$ cat config.mk
export PLATFORM = sky130hd
export DESIGN_NAME = video_packet_segment_deframer
export DESIGN_NICKNAME = d
export VERILOG_FILES = /design/src/hw/rtl/vpsd_pkg.sv /design/src/hw/rtl/video_packet_segment_deframer.sv /design/src/hw/rtl/vpsd_core.sv /design/src/hw/rtl/vpsd_result_queue.sv
export SDC_FILE = /design/constraint.sdc
export NUM_CORES = 1
export LEC_CHECK = 0
export BUFFER_PORTS_ARGS = -buffer_cell sky130_fd_sc_hd__buf_2
export CORE_MARGIN = 1
export CORE_UTILIZATION = 31
export CTS_CLUSTER_SIZE = 10
export DETAILED_ROUTE_END_ITERATION = 8
export HOLD_SLACK_MARGIN = 0.02
export PLACE_DENSITY = 0.44
export SLEW_MARGIN = 20
export SYNTH_ARGS = -nofsm -noshare
export SYNTH_HDL_FRONTEND = slang
export SYNTH_HIERARCHICAL = 1
export SYNTH_SLANG_ARGS = --single-unit
$ cat constraint.sdc
create_clock -name clk -period 12.5 [get_ports clk]
set_input_delay 0.625 -clock clk [delete_from_list [all_inputs] [get_ports clk]]
set_output_delay 0.625 -clock clk [all_outputs]
set_load 0.01 [all_outputs]
$ cat src/hw/rtl/vpsd_pkg.sv
package vpsd_pkg;

  localparam int PACKET_BYTES        = 164;
  localparam int HEADER_BYTES        = 4;
  localparam int PAYLOAD_BYTES       = PACKET_BYTES - HEADER_BYTES;
  localparam int PACKETS_PER_SEGMENT = 60;
  localparam int SEGMENTS_PER_FRAME  = 4;
  localparam int SEGMENT_ID_PACKET   = 20;

  localparam logic [11:0] PACKET_NUM_MASK = 12'h0FFF;
  localparam logic [2:0]  SEGMENT_ID_MASK = 3'h7;
  localparam logic [3:0]  DISCARD_NIBBLE  = 4'hF;
  localparam logic [3:0]  RETRY_MAX       = 4'hF;
  localparam logic [3:0]  RETRY_RESET     = 4'd5;

  localparam int QUEUE_DEPTH = 4;
  localparam int QPTR_W      = $clog2(QUEUE_DEPTH);
  localparam int QCNT_W      = $clog2(QUEUE_DEPTH + 1);

  typedef enum logic {
    OP_BYTE  = 1'b0,
    OP_START = 1'b1
  } op_t;

  typedef enum logic [1:0] {
    KIND_PAYLOAD      = 2'd0,
    KIND_FRAME_DONE   = 2'd1,
    KIND_RESYNC       = 2'd2,
    KIND_CAPTURE_FAIL = 2'd3
  } kind_t;

  typedef enum logic [1:0] {
    SKIP_NONE    = 2'd0,
    SKIP_DISCARD = 2'd1,
    SKIP_BAD     = 2'd2
  } skip_t;

  typedef struct packed {
    kind_t       kind;
    logic [15:0] write_address;
    logic [7:0]  write_byte;
    logic [31:0] frames_completed;
    logic [3:0]  retries_used;
    logic        last_of_run;
  } result_t;

  // up to two results per item, second only with the first
  typedef struct packed {
    logic    v0;
    logic    v1;
    result_t r0;
    result_t r1;
  } res_pair_t;

  typedef struct packed {
    logic [QCNT_W-1:0] count;
    logic              room;
  } queue_status_t;

endpackage

$ cat src/hw/rtl/video_packet_segment_deframer.sv
// Packet-segment video deframer.
// Slave stream: one item per received link byte (s_tdata) or, with s_tuser
// high, a command to start a new frame capture. Master stream: payload
// writes for the frame buffer, frame-complete, resync-request and
// capture-failed reports, one report per transfer; m_tlast marks the last report
// caused by one input item (an item causes zero, one or two).
// Config channel: cfg_data sets the retry limit; it is always ready and
// should only be written while nothing is in flight.
// Path: an item is captured in the input register, processed combinationally
// by the core and written into a four-entry result queue, whose head drives
// m_tvalid and m_tdata.
// Throughput is one item per cycle while the queue has room; an item with two
// reports needs an extra output transfer, absorbed by the queue.
// Receiver stall: the queue fills, the processing stage holds its item
// once fewer than two entries are free, and s_tready drops.
// Reset: capture idle (bytes ignored until a start command), counters
// zero, retry limit 5, queue empty.
module video_packet_segment_deframer (
  input  logic        clk,
  input  logic        rst,
  input  logic        s_tvalid,
  output logic        s_tready,
  input  logic [7:0]  s_tdata,   // [7:0] rx_byte
  input  logic        s_tuser,   // [0] opcode
  output logic        m_tvalid,
  input  logic        m_tready,
  output logic [63:0] m_tdata,   // [15:0] write_address, [23:16] write_byte,
                                 // [55:24] frames_completed, [59:56] retries_used
  output logic [1:0]  m_tuser,   // [1:0] kind
  output logic        m_tlast,   // last_of_run
  input  logic        cfg_valid,
  output logic        cfg_ready,
  input  logic [3:0]  cfg_data   // retry limit
);

  logic                    in_valid;
  logic                    in_opcode;
  logic [7:0]              in_byte;
  logic                    fire;
  logic [3:0]              retry_limit;
  vpsd_pkg::res_pair_t     res;
  vpsd_pkg::result_t       head;
  vpsd_pkg::queue_status_t qstat;

  assign fire      = in_valid && qstat.room;
  assign s_tready  = !in_valid || fire;
  assign cfg_ready = 1'b1;

  always_ff @(posedge clk) begin
    if (rst) begin
      in_valid    <= 1'b0;
      retry_limit <= vpsd_pkg::RETRY_RESET;
    end else begin
      if (s_tready)
        in_valid <= s_tvalid;
      if (cfg_valid)
        retry_limit <= cfg_data;
    end
  end

  always_ff @(posedge clk) begin
    if (s_tready && s_tvalid) begin
      in_opcode <= s_tuser;
      in_byte   <= s_tdata;
    end
  end

  vpsd_core u_core (
    .clk         (clk),
    .rst         (rst),
    .retry_limit (retry_limit),
    .fire        (fire),
    .opcode      (in_opcode),
    .rx_byte     (in_byte),
    .res         (res)
  );

  vpsd_result_queue u_queue (
    .clk    (clk),
    .rst    (rst),
    .res    (res),
    .pop    (m_tready),
    .head   (head),
    .status (qstat)
  );

  assign m_tvalid = qstat.count != '0;
  assign m_tuser  = head.kind;
  assign m_tlast  = head.last_of_run;
  assign m_tdata  = {4'b0, head.retries_used, head.frames_completed,
                     head.write_byte, head.write_address};

`ifndef SYNTHESIS
  a_queue_bound: assert property (@(posedge clk) disable iff (rst)
    qstat.count <= vpsd_pkg::QCNT_W'(vpsd_pkg::QUEUE_DEPTH))
    else $error("result queue overrun");

  a_pair_order: assert property (@(posedge clk) disable iff (rst)
    res.v1 |-> (res.v0 && fire))
    else $error("second result without first");

  a_fail_last: assert property (@(posedge clk) disable iff (rst)
    (m_tvalid && m_tuser == vpsd_pkg::KIND_CAPTURE_FAIL) |-> m_tlast)
    else $error("capture-failed report not last of its run");

  a_hold_when_full: assert property (@(posedge clk) disable iff (rst)
    (in_valid && !qstat.room) |=> in_valid && $stable(in_byte) && $stable(in_opcode))
    else $error("held item lost while queue full");
`endif

endmodule

$ cat src/hw/rtl/vpsd_core.sv
module vpsd_core (
  input  logic                clk,
  input  logic                rst,
  input  logic [3:0]          retry_limit,
  input  logic                fire,
  input  logic                opcode,
  input  logic [7:0]          rx_byte,
  output vpsd_pkg::res_pair_t res
);

  logic                active, active_next;
  logic [7:0]          byte_pos, byte_pos_next;
  logic [5:0]          packet_pos, packet_pos_next;
  logic [2:0]          segs_done, segs_done_next;
  logic [3:0]          retry_count, retry_count_next;
  logic [7:0]          id_high, id_high_next;
  vpsd_pkg::skip_t     skip, skip_next;
  logic [31:0]         frame_counter, frame_counter_next;

  always_comb begin
    vpsd_pkg::skip_t skip_v;
    logic [15:0]     id_v;
    logic [8:0]      row_v;
    logic [15:0]     addr_v;
    logic [6:0]      pp_inc;
    logic [3:0]      sd_inc;
    logic [3:0]      rc_v;

    active_next        = active;
    byte_pos_next      = byte_pos;
    packet_pos_next    = packet_pos;
    segs_done_next     = segs_done;
    retry_count_next   = retry_count;
    id_high_next       = id_high;
    skip_next          = skip;
    frame_counter_next = frame_counter;
    res                = '0;

    skip_v = skip;
    id_v   = {id_high, rx_byte};
    row_v  = 9'(segs_done * 9'(vpsd_pkg::PACKETS_PER_SEGMENT)) + 9'(packet_pos);
    addr_v = 16'(row_v * 16'(vpsd_pkg::PAYLOAD_BYTES))
           + 16'(byte_pos - 8'(vpsd_pkg::HEADER_BYTES));
    pp_inc = {1'b0, packet_pos} + 7'd1;
    sd_inc = {1'b0, segs_done} + 4'd1;
    rc_v   = (retry_count < vpsd_pkg::RETRY_MAX) ? retry_count + 4'd1 : retry_count;

    if (fire) begin
      if (opcode == vpsd_pkg::OP_START) begin
        active_next      = 1'b1;
        byte_pos_next    = '0;
        packet_pos_next  = '0;
        segs_done_next   = '0;
        retry_count_next = '0;
        id_high_next     = '0;
        skip_next        = vpsd_pkg::SKIP_NONE;
        if (retry_limit == 4'd0) begin
          active_next             = 1'b0;
          res.v0                  = 1'b1;
          res.r0.kind             = vpsd_pkg::KIND_CAPTURE_FAIL;
          res.r0.frames_completed = frame_counter;
        end
      end else if (active) begin
        if (byte_pos == 8'd0) begin
          id_high_next = rx_byte;
          skip_v       = vpsd_pkg::SKIP_NONE;
          if (rx_byte[3:0] == vpsd_pkg::DISCARD_NIBBLE)
            skip_v = (packet_pos == 6'd0) ? vpsd_pkg::SKIP_DISCARD : vpsd_pkg::SKIP_BAD;
        end else if (byte_pos == 8'd1 && skip == vpsd_pkg::SKIP_NONE) begin
          if ((id_v[11:0] & vpsd_pkg::PACKET_NUM_MASK) != 12'(packet_pos))
            skip_v = vpsd_pkg::SKIP_BAD;
          else if (packet_pos == 6'(vpsd_pkg::SEGMENT_ID_PACKET) &&
                   {1'b0, id_v[14:12] & vpsd_pkg::SEGMENT_ID_MASK} != sd_inc)
            skip_v = vpsd_pkg::SKIP_BAD;
        end

        if (skip_v == vpsd_pkg::SKIP_NONE && byte_pos >= 8'(vpsd_pkg::HEADER_BYTES)) begin
          res.v0                  = 1'b1;
          res.r0.kind             = vpsd_pkg::KIND_PAYLOAD;
          res.r0.write_address    = addr_v;
          res.r0.write_byte       = rx_byte;
          res.r0.frames_completed = frame_counter;
          res.r0.retries_used     = retry_count;
        end

        if (byte_pos == 8'(vpsd_pkg::PACKET_BYTES - 1)) begin
          byte_pos_next = '0;
          skip_next     = vpsd_pkg::SKIP_NONE;
          if (skip_v == vpsd_pkg::SKIP_NONE) begin
            packet_pos_next = pp_inc[5:0];
            if (pp_inc >= 7'(vpsd_pkg::PACKETS_PER_SEGMENT)) begin
              packet_pos_next  = '0;
              segs_done_next   = sd_inc[2:0];
              retry_count_next = '0;
              if (sd_inc >= 4'(vpsd_pkg::SEGMENTS_PER_FRAME)) begin
                // last payload byte sits in r0, so frame done goes second
                frame_counter_next      = frame_counter + 32'd1;
                active_next             = 1'b0;
                res.v1                  = 1'b1;
                res.r1.kind             = vpsd_pkg::KIND_FRAME_DONE;
                res.r1.frames_completed = frame_counter + 32'd1;
              end
            end
          end else if (skip_v == vpsd_pkg::SKIP_BAD) begin
            segs_done_next          = '0;
            packet_pos_next         = '0;
            retry_count_next        = rc_v;
            res.v0                  = 1'b1;
            res.r0.kind             = vpsd_pkg::KIND_RESYNC;
            res.r0.frames_completed = frame_counter;
            res.r0.retries_used     = rc_v;
            if (rc_v >= retry_limit) begin
              active_next             = 1'b0;
              res.v1                  = 1'b1;
              res.r1.kind             = vpsd_pkg::KIND_CAPTURE_FAIL;
              res.r1.frames_completed = frame_counter;
              res.r1.retries_used     = rc_v;
            end
          end
        end else begin
          byte_pos_next = byte_pos + 8'd1;
          skip_next     = skip_v;
        end
      end
    end

    res.r0.last_of_run = res.v0 & ~res.v1;
    res.r1.last_of_run = res.v1;
  end

  always_ff @(posedge clk) begin
    if (rst) begin
      active        <= 1'b0;
      byte_pos      <= '0;
      packet_pos    <= '0;
      segs_done     <= '0;
      retry_count   <= '0;
      id_high       <= '0;
      skip          <= vpsd_pkg::SKIP_NONE;
      frame_counter <= '0;
    end else begin
      active        <= active_next;
      byte_pos      <= byte_pos_next;
      packet_pos    <= packet_pos_next;
      segs_done     <= segs_done_next;
      retry_count   <= retry_count_next;
      id_high       <= id_high_next;
      skip          <= skip_next;
      frame_counter <= frame_counter_next;
    end
  end

endmodule

$ cat src/hw/rtl/vpsd_result_queue.sv
module vpsd_result_queue (
  input  logic                    clk,
  input  logic                    rst,
  input  vpsd_pkg::res_pair_t     res,
  input  logic                    pop,
  output vpsd_pkg::result_t       head,
  output vpsd_pkg::queue_status_t status
);

  vpsd_pkg::result_t                 entries [vpsd_pkg::QUEUE_DEPTH];
  logic [vpsd_pkg::QPTR_W-1:0]       wr_ptr, wr_ptr_next;
  logic [vpsd_pkg::QPTR_W-1:0]       rd_ptr, rd_ptr_next;
  logic [vpsd_pkg::QCNT_W-1:0]       count, count_next;
  logic [vpsd_pkg::QCNT_W-1:0]       push_n;
  logic                              do_pop;

  assign do_pop = pop && (count != '0);
  assign push_n = vpsd_pkg::QCNT_W'(res.v0) + vpsd_pkg::QCNT_W'(res.v1);

  always_comb begin
    wr_ptr_next = wr_ptr + vpsd_pkg::QPTR_W'(push_n);
    rd_ptr_next = rd_ptr + vpsd_pkg::QPTR_W'(do_pop);
    count_next  = count + push_n - vpsd_pkg::QCNT_W'(do_pop);
  end

  always_ff @(posedge clk) begin
    if (res.v0)
      entries[wr_ptr] <= res.r0;
    if (res.v1)
      entries[wr_ptr + vpsd_pkg::QPTR_W'(1)] <= res.r1;
  end

  always_ff @(posedge clk) begin
    if (rst) begin
      wr_ptr <= '0;
      rd_ptr <= '0;
      count  <= '0;
    end else begin
      wr_ptr <= wr_ptr_next;
      rd_ptr <= rd_ptr_next;
      count  <= count_next;
    end
  end

  assign head         = entries[rd_ptr];
  assign status.count = count;
  // room for a full pair whatever the reader does this cycle
  assign status.room  = count <= vpsd_pkg::QCNT_W'(vpsd_pkg::QUEUE_DEPTH - 2);

endmodule

== Word-level counts from Yosys, hierarchy flattened ==
Memories as Yosys holds them, arrays and structs flattened. A register that Yosys moved wholly into a read port is not among the register bits.
Index checks and enable logic that the tools add are counted.
Storage, ports and cells
  register bits: 84
  RAM bits: 252
  word-level logic and storage cells: 166
  memories: 1
Memory list
  u_queue.entries: words 4, bits a word 63, rd ports 1, clocked after memory_dff 1, wr ports 2, line vpsd_result_queue.sv:10  | vpsd_pkg::result_t entries [vpsd_pkg::QUEUE_DEPTH];
Cells by class
  $add $sub $neg: 14
  multipliers: 2
  order comparisons: 6
  equal/unequal tests: 8
  multiplexer cells: 94
  bitwise logic cells: 3
  reductions and logical operators: 23
Operator list (count)
  2-to-1 mux 36 bit: 9
  2-to-1 mux 32 bit: 5
  2-to-1 mux 64 bit: 2
  2-to-1 mux 60 bit: 1
  2-to-1 mux 2 bit: 24
  2-to-1 mux 4 bit: 11
  2-to-1 mux 6 bit: 6
  adder 32 x 1 -> 32 bit, second input constant: 1
  2-to-1 mux 24 bit: 1
  2-to-1 mux 8 bit: 3
  2-to-1 mux 1 bit: 23
  2-to-1 mux 7 bit: 3
  2-to-1 mux 3 bit: 6
  adder 16 bit: 1
  != test 12 x 6 -> 1 bit: 1
  multiplier 9 x 3 -> 11 bit, second input constant: 1
  adder 9 x 6 -> 9 bit: 1
  subtractor 8 x 3 -> 9 bit, second input constant: 1
  adder 8 x 1 -> 8 bit, second input constant: 1
  == test 8 x 1 -> 1 bit, second input constant: 1
  == test 8 bit, second input constant: 1
  greater-or-equal comparator 8 x 3 -> 1 bit, second input constant: 1
  zero test 8 bit: 1
  adder 6 x 1 -> 7 bit, second input constant: 1
  34 further kinds: 44

== Logic depth before layout (Yosys ltp) ==
Gate-level depths: netlist (run 1).
  depth in word-level cells: 22
  gate-level depth with buffers: 20
  gate-level depth less buffers: 20

== Hierarchy ==
The synthesis (run 1) kept the hierarchy.
By module, submodules not included
  vpsd_result_queue: times used 1, cells each 655, area an instance 13181.4 um^2, sequential area each 7707.4 um^2
  vpsd_core: times used 1, cells each 798, area an instance 5868.1 um^2, sequential area each 1261.2 um^2
  video_packet_segment_deframer: times used 1, cells each 35, area an instance 506.7 um^2, sequential area each 370.4 um^2

== Worst setup path before layout (run 1) ==
No wires, ideal clock.
  path kind: register -> register
  start: register u_core.segs_done[0]
  end: memory u_queue/entries[0][0] (netlist name) (enable)
  library setup time: 571 ps
  data arrival time: 6895 ps
  required time: 11929 ps
  slack: 5034 ps
  stages on the path, launching flop included: 10
  cells stage by stage: dfxtp_1 > ha_1 > xor2_1 > o31a_1 > nor4b_1 > o21ai_0 > o22ai_1 > clkbuf_1 > nand2b_1 > o21ai_0
RTL lines
  from (decl): line vpsd_core.sv:14  | logic [2:0] segs_done, segs_done_next;
  from (signal assigned): line vpsd_core.sv:145  | segs_done <= segs_done_next;
  to (decl): line vpsd_result_queue.sv:10

==> results of run 1 <==
==> power breakdown <==
| part | total, mW | switching (mW) | internal (mW) |
|---|---|---|---|
| Combinational | 0.394 | 0.206 | 0.188 |
| Sequential | 1.26 | 0.0410 | 1.21 |
| Clock | 1.15 | 0.461 | 0.690 |
| Total | 2.80 | 0.708 | 2.09 |
==> area by class of cell <==
class,instances,area (µm²)
multi-input combinational,993,9250
clock inverter,4,81.3
inverter,74,278
clock buffer,71,1200
fill,6027,40300
timing repair buffer,104,599
tap,837,1050
sequential,336,9350
==> critical path, stage by stage, from the launching register on <==
cell,delay (ps)
dfxtp_1,530
fa_1,510
ha_1,240
fa_1,440
ha_1,330
o21ai_0,110
a2111oi_0,510
xnor2_1,190
ha_1,330
ha_1,340
a21oi_1,170
xnor2_1,140
ha_1,270
inv_1,140
nor4_1,70
a2111oi_0,400
a21oi_1,200
mux2_2,320
==> final timing paths <==
path,startpoint,endpoint,slack [ps],cells after the start
setup / recovery,u_core/segs_done[0],u_queue/entries[1][59],7010,17
hold / removal,s_tuser,in_opcode,270,1
setup reg to reg,u_core/segs_done[0],u_queue/entries[1][59],7010,17
hold reg to reg,u_core/id_high[3],u_core/id_high[3],450,2
==> registers in the layout, summed over array words and instances (netlist names), 4 cells and up <==
register              count
u_queue/entries         252
in_byte                   8
u_core/frame_counter     32
u_core/packet_pos         6
u_core/id_high            7
retry_limit               4
u_core/byte_pos           8
u_core/retry_count        4
==> per-stage QoR <==
| stage | area (µm²) | hold slack, ps | total power, mW | utilization [%] | instances |
|---|---|---|---|---|---|
| CTS | 21800 | 231 | 2.86 | 35.1 | 2418 |
| finish | 21800 | 267 | 2.80 | 35.1 | 2419 |
| global placement | 20500 | 437 | 1.69 | 33.0 | 2343 |
| detailed placement | 20500 | 442 | 1.69 | 33.0 | 2343 |
| floorplan | 19700 | 427 | 1.54 | - | 1514 |
| global route | 21800 | 238 | 2.92 | 35.1 | 2419 |
==> per-layer routing <==
| layer | up-vias | track usage (%) |
|---|---|---|
| met5 | - | 0 |
| met2 | 172 | 27.3 |
| met3 | 68 | 2.20 |
| met1 | 5968 | 20.8 |
| met4 | 0 | 4.54 |
| li1 | 5675 | - |
==> layout by cell type, fill, tap and decap left out, types with 4 or more instances in the layout <==
cell | netlist | layout
o21ai_1 | 11 | 11
nor4_1 | 5 | 5
and3_1 | 13 | 13
mux2_1 | 6 | 6
nand3b_1 | 4 | 4
or2_2 | 5 | 5
mux2_4 | 119 | 119
edfxtp_1 | 261 | 261
fa_1 | 7 | 7
nor3_1 | 21 | 21
a21oi_1 | 90 | 90
nor2_1 | 50 | 49
ha_1 | 54 | 54
conb_1 | 3 | 29
xor2_1 | 16 | 16
nor2b_1 | 11 | 10
nand2b_1 | 10 | 10
and2_1 | 47 | 47
o32ai_1 | 5 | 5
clkbuf_16 | 0 | 42
a21o_1 | 11 | 11
dfxtp_1 | 75 | 73
mux2i_1 | 6 | 6
and4_1 | 4 | 4
buf_2 | 4 | 82
or3_1 | 30 | 30
o21bai_1 | 4 | 4
nand3_1 | 32 | 32
clkbuf_8 | 0 | 4
mux2_2 | 131 | 131
inv_1 | 74 | 74
nand4_1 | 20 | 20
o21ai_0 | 55 | 53
mux4_2 | 63 | 63
buf_4 | 38 | 20
nand2_1 | 46 | 46
xnor2_1 | 32 | 32
clkbuf_1 | 37 | 25
==> kinds of logic after synthesis <==
logic type | after synthesis
flops | 336
mux | 325
simple gates | 316
compound gates | 212
buf+inv | 185
fa+ha+maj | 61
xor+xnor | 50
other cells | 3
==> metrics.md, run 1 <==
| Metric | Value |
|---|---|
| DP Worst Slack | 7000 ps |
| I/O pins | 88 |
| EDFF count, synth | around 260 |
| Post-synth cell types | 71 |
| Max-cap viol count | 0 |
| Number of port buffers | around 80 |
| Average wire per standard cell | 20.9 µm |
| Combinational family with the most area after synthesis | multiplexers |
| Worst-path maximum fanout | 9 |
| Uppermost layer routed | met4 |
| Worst Hold Class | in -> reg |
| Dominant cell type by area after synthesis | edfxtp_1 |
| Total die area | 64,100 µm² |
| Seq/Total Area, Yosys | 47.8% |
| Remaining global-route overflow | 0 |
| Max Clock Skew | 33.9 ps |
| CTS Root Cell | clkbuf_16 |
| Top cell type's share of synthesized area | 40.1% |
| Detail Placement HPWL | 31.9 mm |
| Initial core utilization | 31.5% |
| Status | finished, final reports clean |
| Fin. max-slew vios | 0 |
| Count leader, synth | edfxtp_1 |
| Largest net degree at the start of global routing | 60 |
| Ant diodes | 0 |
| LEAKAGE | 8.10 nW |
| Peak supply drop | 0.0964 mV |
| Chip Width | 253 µm |
| Slew margin rel. | between 20% and 30% |
| Layout area overhead | 11.5% |
| Antenna violation net count after detailed routing | 0 |
| Final GP Congestion | 0.761 |
| Synthesis Warnings | 6 |
| Setup TNS | 0 ps |
| Hold-fix buffers, CTS | 0 |
| FMAX | 182 MHz |
| Final period util | a little over two fifths |
| Adder-Cell Fraction of Synth Area | 4.17% |
| Routed met2 length | 24.6 mm |
| Asr flop ratio synth | 0% |
| Post-route setup slack | 7010 ps |
| Syn avg cell area | 13.1 µm² |
| Metal3 WL | 1.51 mm |
| Clock sink count | 336 |
| Post-CTS Setup Bufs | 0 |
| Final Hold Fails | 0 |
| Ys flop type | edfxtp_1 |
| Pwr dens | ~130 nW/µm² |
| Clk slew on worst S/H paths | 60 ps |
| Xor-xnor portion of the synthesized cell area | 2.39% |
| FP Rows | 91 |
| Compound-gate portion of the synthesized area | under 10% |
| Post-synthesis mux area share | around a quarter |
| Total CTS buffers | 41 |
| Global-route wire length before repair | 76.5 mm |
| DIE HEIGHT | 253 µm |
| Vias per std cell | around 5 |
| Nets | roughly 1,600 |
| CTS tree | built |
| Largest cells by area after synthesis | edfxtp_1 40%, mux2_4 9.1%, dfxtp_1 7.7% |
| CP Class | reg -> reg |
| Post-synth design cell area | 19,600 µm² |
| Clk_lat worst skew | 570 ps |
| Worst Path Required | ~13,000 ps |
| Worst-Margin Slew | 1090 ps |
| Simple-Gate Fraction of Synth Area | 8.89% |
| Endpoints failing setup | 0 |
| Synthesis-stage register bit count | approximately 340 |
| Critical Path Start Type | flop |
| Critical path endpoint category | flop |
| Vias in the first global route | 12,400 |
| Layout cells sized above 1 | 31.0% |
| Cells after Synth | 1,488 |
| WL met1 | 23.3 mm |
| Antenna violations before repair | 0 |
| DR vias | 11,900 |
| Clock Path Buffers | 3 |
| Endpoint arrival time on the critical path | around 5800 ps |
| DRC viols | 0 |
| Total GRT Usage | 15.9% |
| Pre-Repair DR Iteration Count | 5 |
| Total Wirelength | 50.6 mm |
| Most frequent cells after synthesis | 261 x edfxtp_1, 131 x mux2_2, 119 x mux2_4 |
| H-tree levels | 2 |
| PostCTS Resize Cnt | 0 |
| RSZ-0062 raised after global routing | false |
| Core Footprint | 62,100 µm² |
| Initial DRC Count | 568 |
| Fin crit period | 5490 ps |
Note: power is estimated with default switching activity, not from simulation.
==> run 2: changes to the inputs <==
- clock period: 12.5 -> 5.5 ns (I/O delays scaled with it)
==> run 2 against run 1 <==
Effect of this change: combinational power grew 130%; clock skew shrank 19 ps; via count grew 1.3%; critical path type unchanged; largest power group unchanged.
==> metrics.md, run 2 (synthesized netlist as in run 1, its figures left out) <==
| Metric | Value |
|---|---|
| Total CTS buffers | 41 (unchanged) |
| Pwr dens | 283 nW/µm² (was 128 nW/µm²) |
| Post-CTS Setup Bufs | 0 (unchanged) |
| Crit path largest cell delay | 610 ps (was 530 ps) |
| Final period util | 95.6% (was 43.9%) |
| Total GRT Usage | 15.9% (about the same) |
| Total die area | 64,100 µm² (unchanged) |
| Vias per std cell | 4.91 (about the same) |
| Total Wirelength | 50.2 mm (was 50.6 mm) |
| DR vias | 12,000 (was 11,900) |
| RSZ-0062 raised after global routing | false (unchanged) |
| Worst-path maximum fanout | 4 (was 9) |
| FP Rows | 91 (unchanged) |
| Critical path endpoint category | flop (unchanged) |
| Initial DRC Count | 643 (was 568) |
| Most used cell, CP | ha_1 (unchanged) |
| Peak supply drop | 0.234 mV (was 0.0964 mV) |
| Final Hold Fails | 0 (unchanged) |
| Max-cap viol count | 0 (unchanged) |
| FMAX | 190 MHz (was 182 MHz) |
| Placed cell area | 20,700 µm² (was 20,500 µm²) |
| Clk slew on worst S/H paths | 60 ps (about the same) |
| Status | finished, final reports clean (unchanged) |
| Clk_lat worst skew | 550 ps (was 570 ps) |
| Pwr Total | 6.26 mW (was 2.80 mW) |
| H-tree levels | 2 (unchanged) |
| I/O pins | 88 (unchanged) |
| Initial core utilization | 31.5% (unchanged) |
| Max Clock Skew | 14.4 ps (was 33.9 ps) |
| CTS Root Cell | clkbuf_16 (unchanged) |
| Worst path bufs/invs | 0 (was 1) |
| Endpoints failing setup | 0 (unchanged) |
| Fin crit period | 5260 ps (was 5490 ps) |
| Clock Path Buffers | 3 (unchanged) |
| Top reg by flops | u_queue/entries (unchanged) |
| DIE HEIGHT | 253 µm (unchanged) |
| Final instance area | 22,100 µm² (was 21,800 µm²) |
| Detail Placement HPWL | 31.6 mm (was 31.9 mm) |
| Largest net degree at the start of global routing | 64 (was 60) |
| Clock sink count | 336 (unchanged) |
| Global-route wire length before repair | 76.8 mm (was 76.5 mm) |
| Worst Hold Class | in -> reg (unchanged) |
| Antenna violation net count after detailed routing | 0 (unchanged) |
| CTS tree | built (unchanged) |
| Slowest-stage cell, CP | fa_2 (was dfxtp_1) |
| Worst-Margin Slew | 1030 ps (was 1090 ps) |
| Number of port buffers | 82 (unchanged) |
| Slew margin rel. | 31.5% (was 27.0%) |
| Vias in the first global route | 12,300 (was 12,400) |
| Worst Path Required | 5800 ps (was 12,800 ps) |
| Chip Width | 253 µm (unchanged) |
| Critical Path Start Type | flop (unchanged) |
| Average wire per standard cell | 20.5 µm (was 20.9 µm) |
| Largest regs | u_queue/entries: 252 flops, u_core/frame_counter: 32 flops (unchanged) |
| Most frequent cells in the layout | 261 x edfxtp_1, 131 x mux2_2, 119 x mux2_4 (unchanged) |
| Layout area overhead | 13.0% (was 11.5%) |
| Setup TNS | 0 ps (unchanged) |
| Ant diodes | 0 (unchanged) |
| Fin. max-slew vios | 0 (unchanged) |
| Remaining global-route overflow | 0 (unchanged) |
| Core Footprint | 62,100 µm² (unchanged) |
| LEAKAGE | 8.25 nW (was 8.10 nW) |
| Pre-Repair DR Iteration Count | 7 (was 5) |
| Commonest non-fill, non-tap cell in the layout | edfxtp_1 (unchanged) |
| DRC viols | 0 (unchanged) |
| CP top delay family | adder cells (unchanged) |
| CP Cell Sequence | fa_2 > ha_2 > fa_1 > ha_1 > o21ai_1 > a2111oi_1 > xnor2_1 > ha_1 > ha_1 > a21oi_1 > xnor2_1 > ha_1 > a21o_1 > a31o_2 > nor3b_1 > mux2_2 > mux2_2 (was fa_1 > ha_1 > fa_1 > ha_1 > o21ai_0 > a2111oi_0 > xnor2_1 > ha_1 > ha_1 > a21oi_1 > xnor2_1 > ha_1 > inv_1 > nor4_1 > a2111oi_0 > a21oi_1 > mux2_2) |
| Nets | 1,662 (was 1,629) |
| Layout cells sized above 1 | 31.7% (was 31.0%) |
| Number of flip-flops in the largest register | 252 (unchanged) |
| Endpoint arrival time on the critical path | 5560 ps (was 5790 ps) |
| Antenna violations before repair | 0 (unchanged) |
| Final GP Congestion | 0.781 (was 0.761) |
| CP Class | reg -> reg (unchanged) |
-- run 2: path summary, 6_finish.rpt --
path / startpoint / endpoint / slack (ps) / cells after the start
max: u_core/segs_done[0] / u_queue/entries[1][60] / 240 / 17
min: cfg_valid / retry_limit[3] / 70 / 3
max reg2reg: u_core/segs_done[0] / u_queue/entries[1][60] / 240 / 17
min reg2reg: u_core/id_high[2] / u_core/id_high[2] / 460 / 2
-- run 2: repair_timing --
| action | CTS | global route |
|---|---|---|
| hold buffers | 16 | 0 |
| setup endpoints to repair | 0 | 8 |
| endpoints found under the hold margin | 14 | 0 |
| gates resized for setup | 0 | 9 |
-- run 2: metrics by stage --
step | std cells | util, % | worst slack [ps] | hold slack [ps]
final | 2450 | 35.6 | 240 | 70.1
after global routing | 2450 | 35.6 | 11.2 | 79.4
after CTS | 2450 | 35.6 | 95.1 | 42.3
after detailed placement | 2361 | 33.4 | 136 | 443
after global placement | 2361 | 33.4 | 149 | 436
after floorplan | 1514 | - | 325 | 344
-- run 2: where the power goes --
part	internal (mW)	total [mW]	leakage (nW)	switching, mW
logic	0.435	0.897	4.75	0.462
clock network	1.48	2.52	0.584	1.03
registers	2.76	2.85	2.91	0.0852
total	4.68	6.26	8.25	1.58
-- run 2: worst register-to-register path, delay by kind of cell (launching register included) --
kind	cells	cell delay, ps
compound gates	5	1150
xor+xnor	2	360
fa+ha+maj	7	2460
flops	1	330
mux	2	580
simple gates	1	130
-- run 2: final cells by class --
cell class	instances	area [µm²]
Multi-Input combinational cell	993	9270
Clock inverter	4	42.5
Timing Repair Buffer	137	938
Clock buffer	69	1170
Fill cell	6016	40000
Inverter	74	278
Sequential cell	336	9350
Tap cell	837	1050
-- run 2: per-layer routing --
metal | vias to the layer above | GRT usage, % | part of all wire (%)
met1 | 6070 | 20.5 | 45
met3 | 44 | 2.49 | 3.5
met5 | - | 0 | 0
met2 | 182 | 27.7 | 50
met4 | 0 | 3.46 | 1.5
li1 | 5738 | - | -
==> run 3: changes to the inputs <==
- CORE_ASPECT_RATIO: not set -> 2
- HOLD_SLACK_MARGIN: 0.02 -> 0.08
==> run 3 against run 2 <==
Effect of this change: the flow now finishes with violations (DRC); sequential share of layout area increased by 0.27 points; wire length increased by 3.6%; die area about the same; first-iteration DRC count decreased by 4.7%; clock-buffer cell count decreased by 1; cell count decreased by 2.3%; non-clock buffer count decreased by 3; critical path type unchanged; largest power group unchanged; highest routed layer unchanged.
==> metrics.md, run 3 (synthesized netlist as in run 1, its figures left out) <==
| Metric | Value |
|---|---|
| Total Wirelength | 52.0 mm (was 50.2 mm) |
| Placed cell area | 20,600 µm² (was 20,700 µm²) |
| R2R depth | 20 (was 17) |
| Ant diodes | 0 (unchanged) |
| R2R Path Start | u_core/segs_done[0] (unchanged) |
| Worst Hold Class | in -> reg (unchanged) |
| CP Class | reg -> reg (unchanged) |
| Detail Placement HPWL | 33.9 mm (was 31.6 mm) |
| Critical path endpoint category | flop (unchanged) |
| Final GP Congestion | 0.798 (was 0.781) |
| LEAKAGE | 8.22 nW (was 8.25 nW) |
| Worst-Margin Slew | 1120 ps (was 1030 ps) |
| Commonest non-fill, non-tap cell in the layout | edfxtp_1 (unchanged) |
| Clock sink count | 336 (unchanged) |
| Global-route wire length before repair | 79.3 mm (was 76.8 mm) |
| Final Hold Fails | 0 (unchanged) |
| Peak supply drop | 0.234 mV (about the same) |
| Total die area | 64,200 µm² (was 64,100 µm²) |
| Final Util | 35.3% (was 35.6%) |
| Total CTS buffers | 39 (was 41) |
| Worst-path maximum fanout | 4 (unchanged) |
| Post-CTS Setup Bufs | 0 (unchanged) |
| Endpoint arrival time on the critical path | 5540 ps (was 5560 ps) |
| Initial DRC Count | 613 (was 643) |
| DR vias | 12,100 (was 12,000) |
| Number of port buffers | 82 (unchanged) |
| Number of flip-flops in the largest register | 252 (unchanged) |
| WL met1 | 19.7 mm (was 22.6 mm) |
| Endpoints failing setup | 0 (unchanged) |
| Worst R2R End | u_queue/entries[0][60] (was u_queue/entries[1][60]) |
| Clock Path Buffers | 3 (unchanged) |
| Fin cells | 2,393 (was 2,450) |
| Most used cell, CP | ha_1 (unchanged) |
| Area occupied by multi-input gates | 9280 µm² (was 9270 µm²) |
| RSZ-0062 raised after global routing | false (unchanged) |
| DRC viols | 7 (was 0) |
| H-tree levels | 2 (unchanged) |
| Core Footprint | 62,100 µm² (about the same) |
| Fillers | 5,998 (was 6,016) |
| Nets | 1,657 (was 1,662) |
| Largest net degree at the start of global routing | 64 (unchanged) |
| Cell count after placement | 2,306 (was 2,361) |
| FP Rows | 129 (was 91) |
| CP Cell Sequence | fa_1 > ha_1 > fa_1 > ha_1 > o21ai_0 > nand2_1 > xnor2_2 > ha_1 > ha_1 > inv_1 > o21bai_1 > a21o_1 > a21oi_1 > xnor2_1 > ha_1 > a21o_1 > a31o_2 > nor3b_1 > mux2_2 > mux2_2 (was fa_2 > ha_2 > fa_1 > ha_1 > o21ai_1 > a2111oi_1 > xnor2_1 > ha_1 > ha_1 > a21oi_1 > xnor2_1 > ha_1 > a21o_1 > a31o_2 > nor3b_1 > mux2_2 > mux2_2) |
| Final instance area | 22,000 µm² (was 22,100 µm²) |
| Crit path largest cell delay | 570 ps (was 610 ps) |
| Most frequent cells in the layout | 261 x edfxtp_1, 131 x mux2_2, 119 x mux2_4 (unchanged) |
| CTS Root Cell | clkbuf_16 (unchanged) |
| Pwr dens | 281 nW/µm² (was 283 nW/µm²) |
| Total GRT Usage | 16.4% (was 15.9%) |
| Worst Hold Path EP | retry_limit[1] (was retry_limit[3]) |
| Max Clock Skew | 29.1 ps (was 14.4 ps) |
| Clk_lat worst skew | 560 ps (was 550 ps) |
| DIE HEIGHT | 357 µm (was 253 µm) |
| Reg area | 9350 µm² (unchanged) |
| Failing checks | DRC |
| Worst Path Required | 5790 ps (was 5800 ps) |
| Worst hold path depth | 3 (unchanged) |
| Remaining global-route overflow | 0 (unchanged) |
| Post-route setup slack | 259 ps (was 240 ps) |
| FMAX | 191 MHz (was 190 MHz) |
| Layout area overhead | 12.3% (was 13.0%) |
| CTS tree | built (unchanged) |
| Reg2Reg Setup Slack | 260 ps (was 240 ps) |
| I/O pins | 88 (unchanged) |
| Vias per std cell | 5.06 (was 4.91) |
| Uppermost layer routed | met4 (unchanged) |
| Final period util | 95.3% (was 95.6%) |
| Max-cap viol count | 0 (unchanged) |
| Pre-Repair DR Iteration Count | 9 (was 7) |
| Layout cells sized above 1 | 31.2% (was 31.7%) |
| Antenna violation net count after detailed routing | 0 (unchanged) |
| Fin. max-slew vios | 0 (unchanged) |
| DP Worst Slack | 183 ps (was 136 ps) |
| Chip Width | 180 µm (was 253 µm) |
| Average wire per standard cell | 21.7 µm (was 20.5 µm) |
| Routed met2 length | 29.6 mm (was 25.1 mm) |
| Slew margin rel. | 25.4% (was 31.5%) |
| Metal3 WL | 1.38 mm (was 1.75 mm) |
| Top reg by flops | u_queue/entries (unchanged) |
| Status | complete, but fails checks (was finished, final reports clean) |
| Fin crit period | 5240 ps (was 5260 ps) |
| Setup TNS | 0 ps (unchanged) |
| Initial core utilization | 31.5% (about the same) |
| Clk slew on worst S/H paths | 60 ps (about the same) |
| Largest regs | u_queue/entries: 252 flops, u_core/frame_counter: 32 flops (unchanged) |
| Critical Path Start Type | flop (unchanged) |
| Vias in the first global route | 12,900 (was 12,300) |
| Antenna violations before repair | 0 (unchanged) |
| Slowest-stage cell, CP | fa_1 (was fa_2) |
| Hold_sp | cfg_valid (unchanged) |
-- run 3: metrics by stage --
step                      hold WS, ps  power [mW]
final                            90.5        6.17
after global routing              118        6.43
after CTS                        80.3        6.29
after detailed placement          443        3.84
after global placement            439        3.84
after floorplan                   344        3.50
-- run 3: repair_timing --
action	4_1_cts	5_1_grt
hold buffers	17	0
endpoints found under the hold margin	14	0
endpoints found under the setup margin	0	8
gates resized for setup	0	6
-- run 3: per-layer routing --
metal | vias to the layer above | track usage, %
met4 | 0 | 5.50
met2 | 218 | 33.3
li1 | 5716 | -
met1 | 6103 | 17.3
met5 | - | 0
met3 | 67 | 1.72
-- run 3: worst max path at each step --
stage	start	to	slack, ps	cells after the start
after floorplan	u_core/segs_done[0]	u_queue/entries[0][60]	330	17
after global placement	u_core/segs_done[0]	u_queue/entries[0][59]	140	17
after detailed placement	u_core/segs_done[0]	u_queue/entries[0][60]	180	18
after CTS	u_core/segs_done[0]	u_queue/entries[0][60]	150	18
after global routing	u_core/segs_done[0]	u_queue/entries[2][59]	2	20
final	u_core/segs_done[0]	u_queue/entries[0][60]	260	20
-- run 3: area by class of cell --
type                            instances  area share (%)
Clock buffer                           68            5.08
Multi-Input combinational cell        993            42.3
Inverter                               74            1.26
Clock inverter                          2           0.114
Sequential cell                       336            42.6
Tap cell                              786            4.48
Timing Repair Buffer                  134            4.24
-- run 3: worst max-delay path, delay by kind of cell, from the launching register on --
family          cells  cell delay (ps)
compound gates      6             1020
xor+xnor            2              320
fa+ha+maj           7             2400
buf+inv             1               80
flops               1              330
mux                 2              580
simple gates        2              280
-- run 3: report_power, final --
group / leakage [nW] / internal, mW / total (mW) / switching, mW
sequential: 2.91 / 2.76 / 2.85 / 0.0929
clock: 0.543 / 1.37 / 2.42 / 1.04
combinational: 4.76 / 0.437 / 0.899 / 0.462
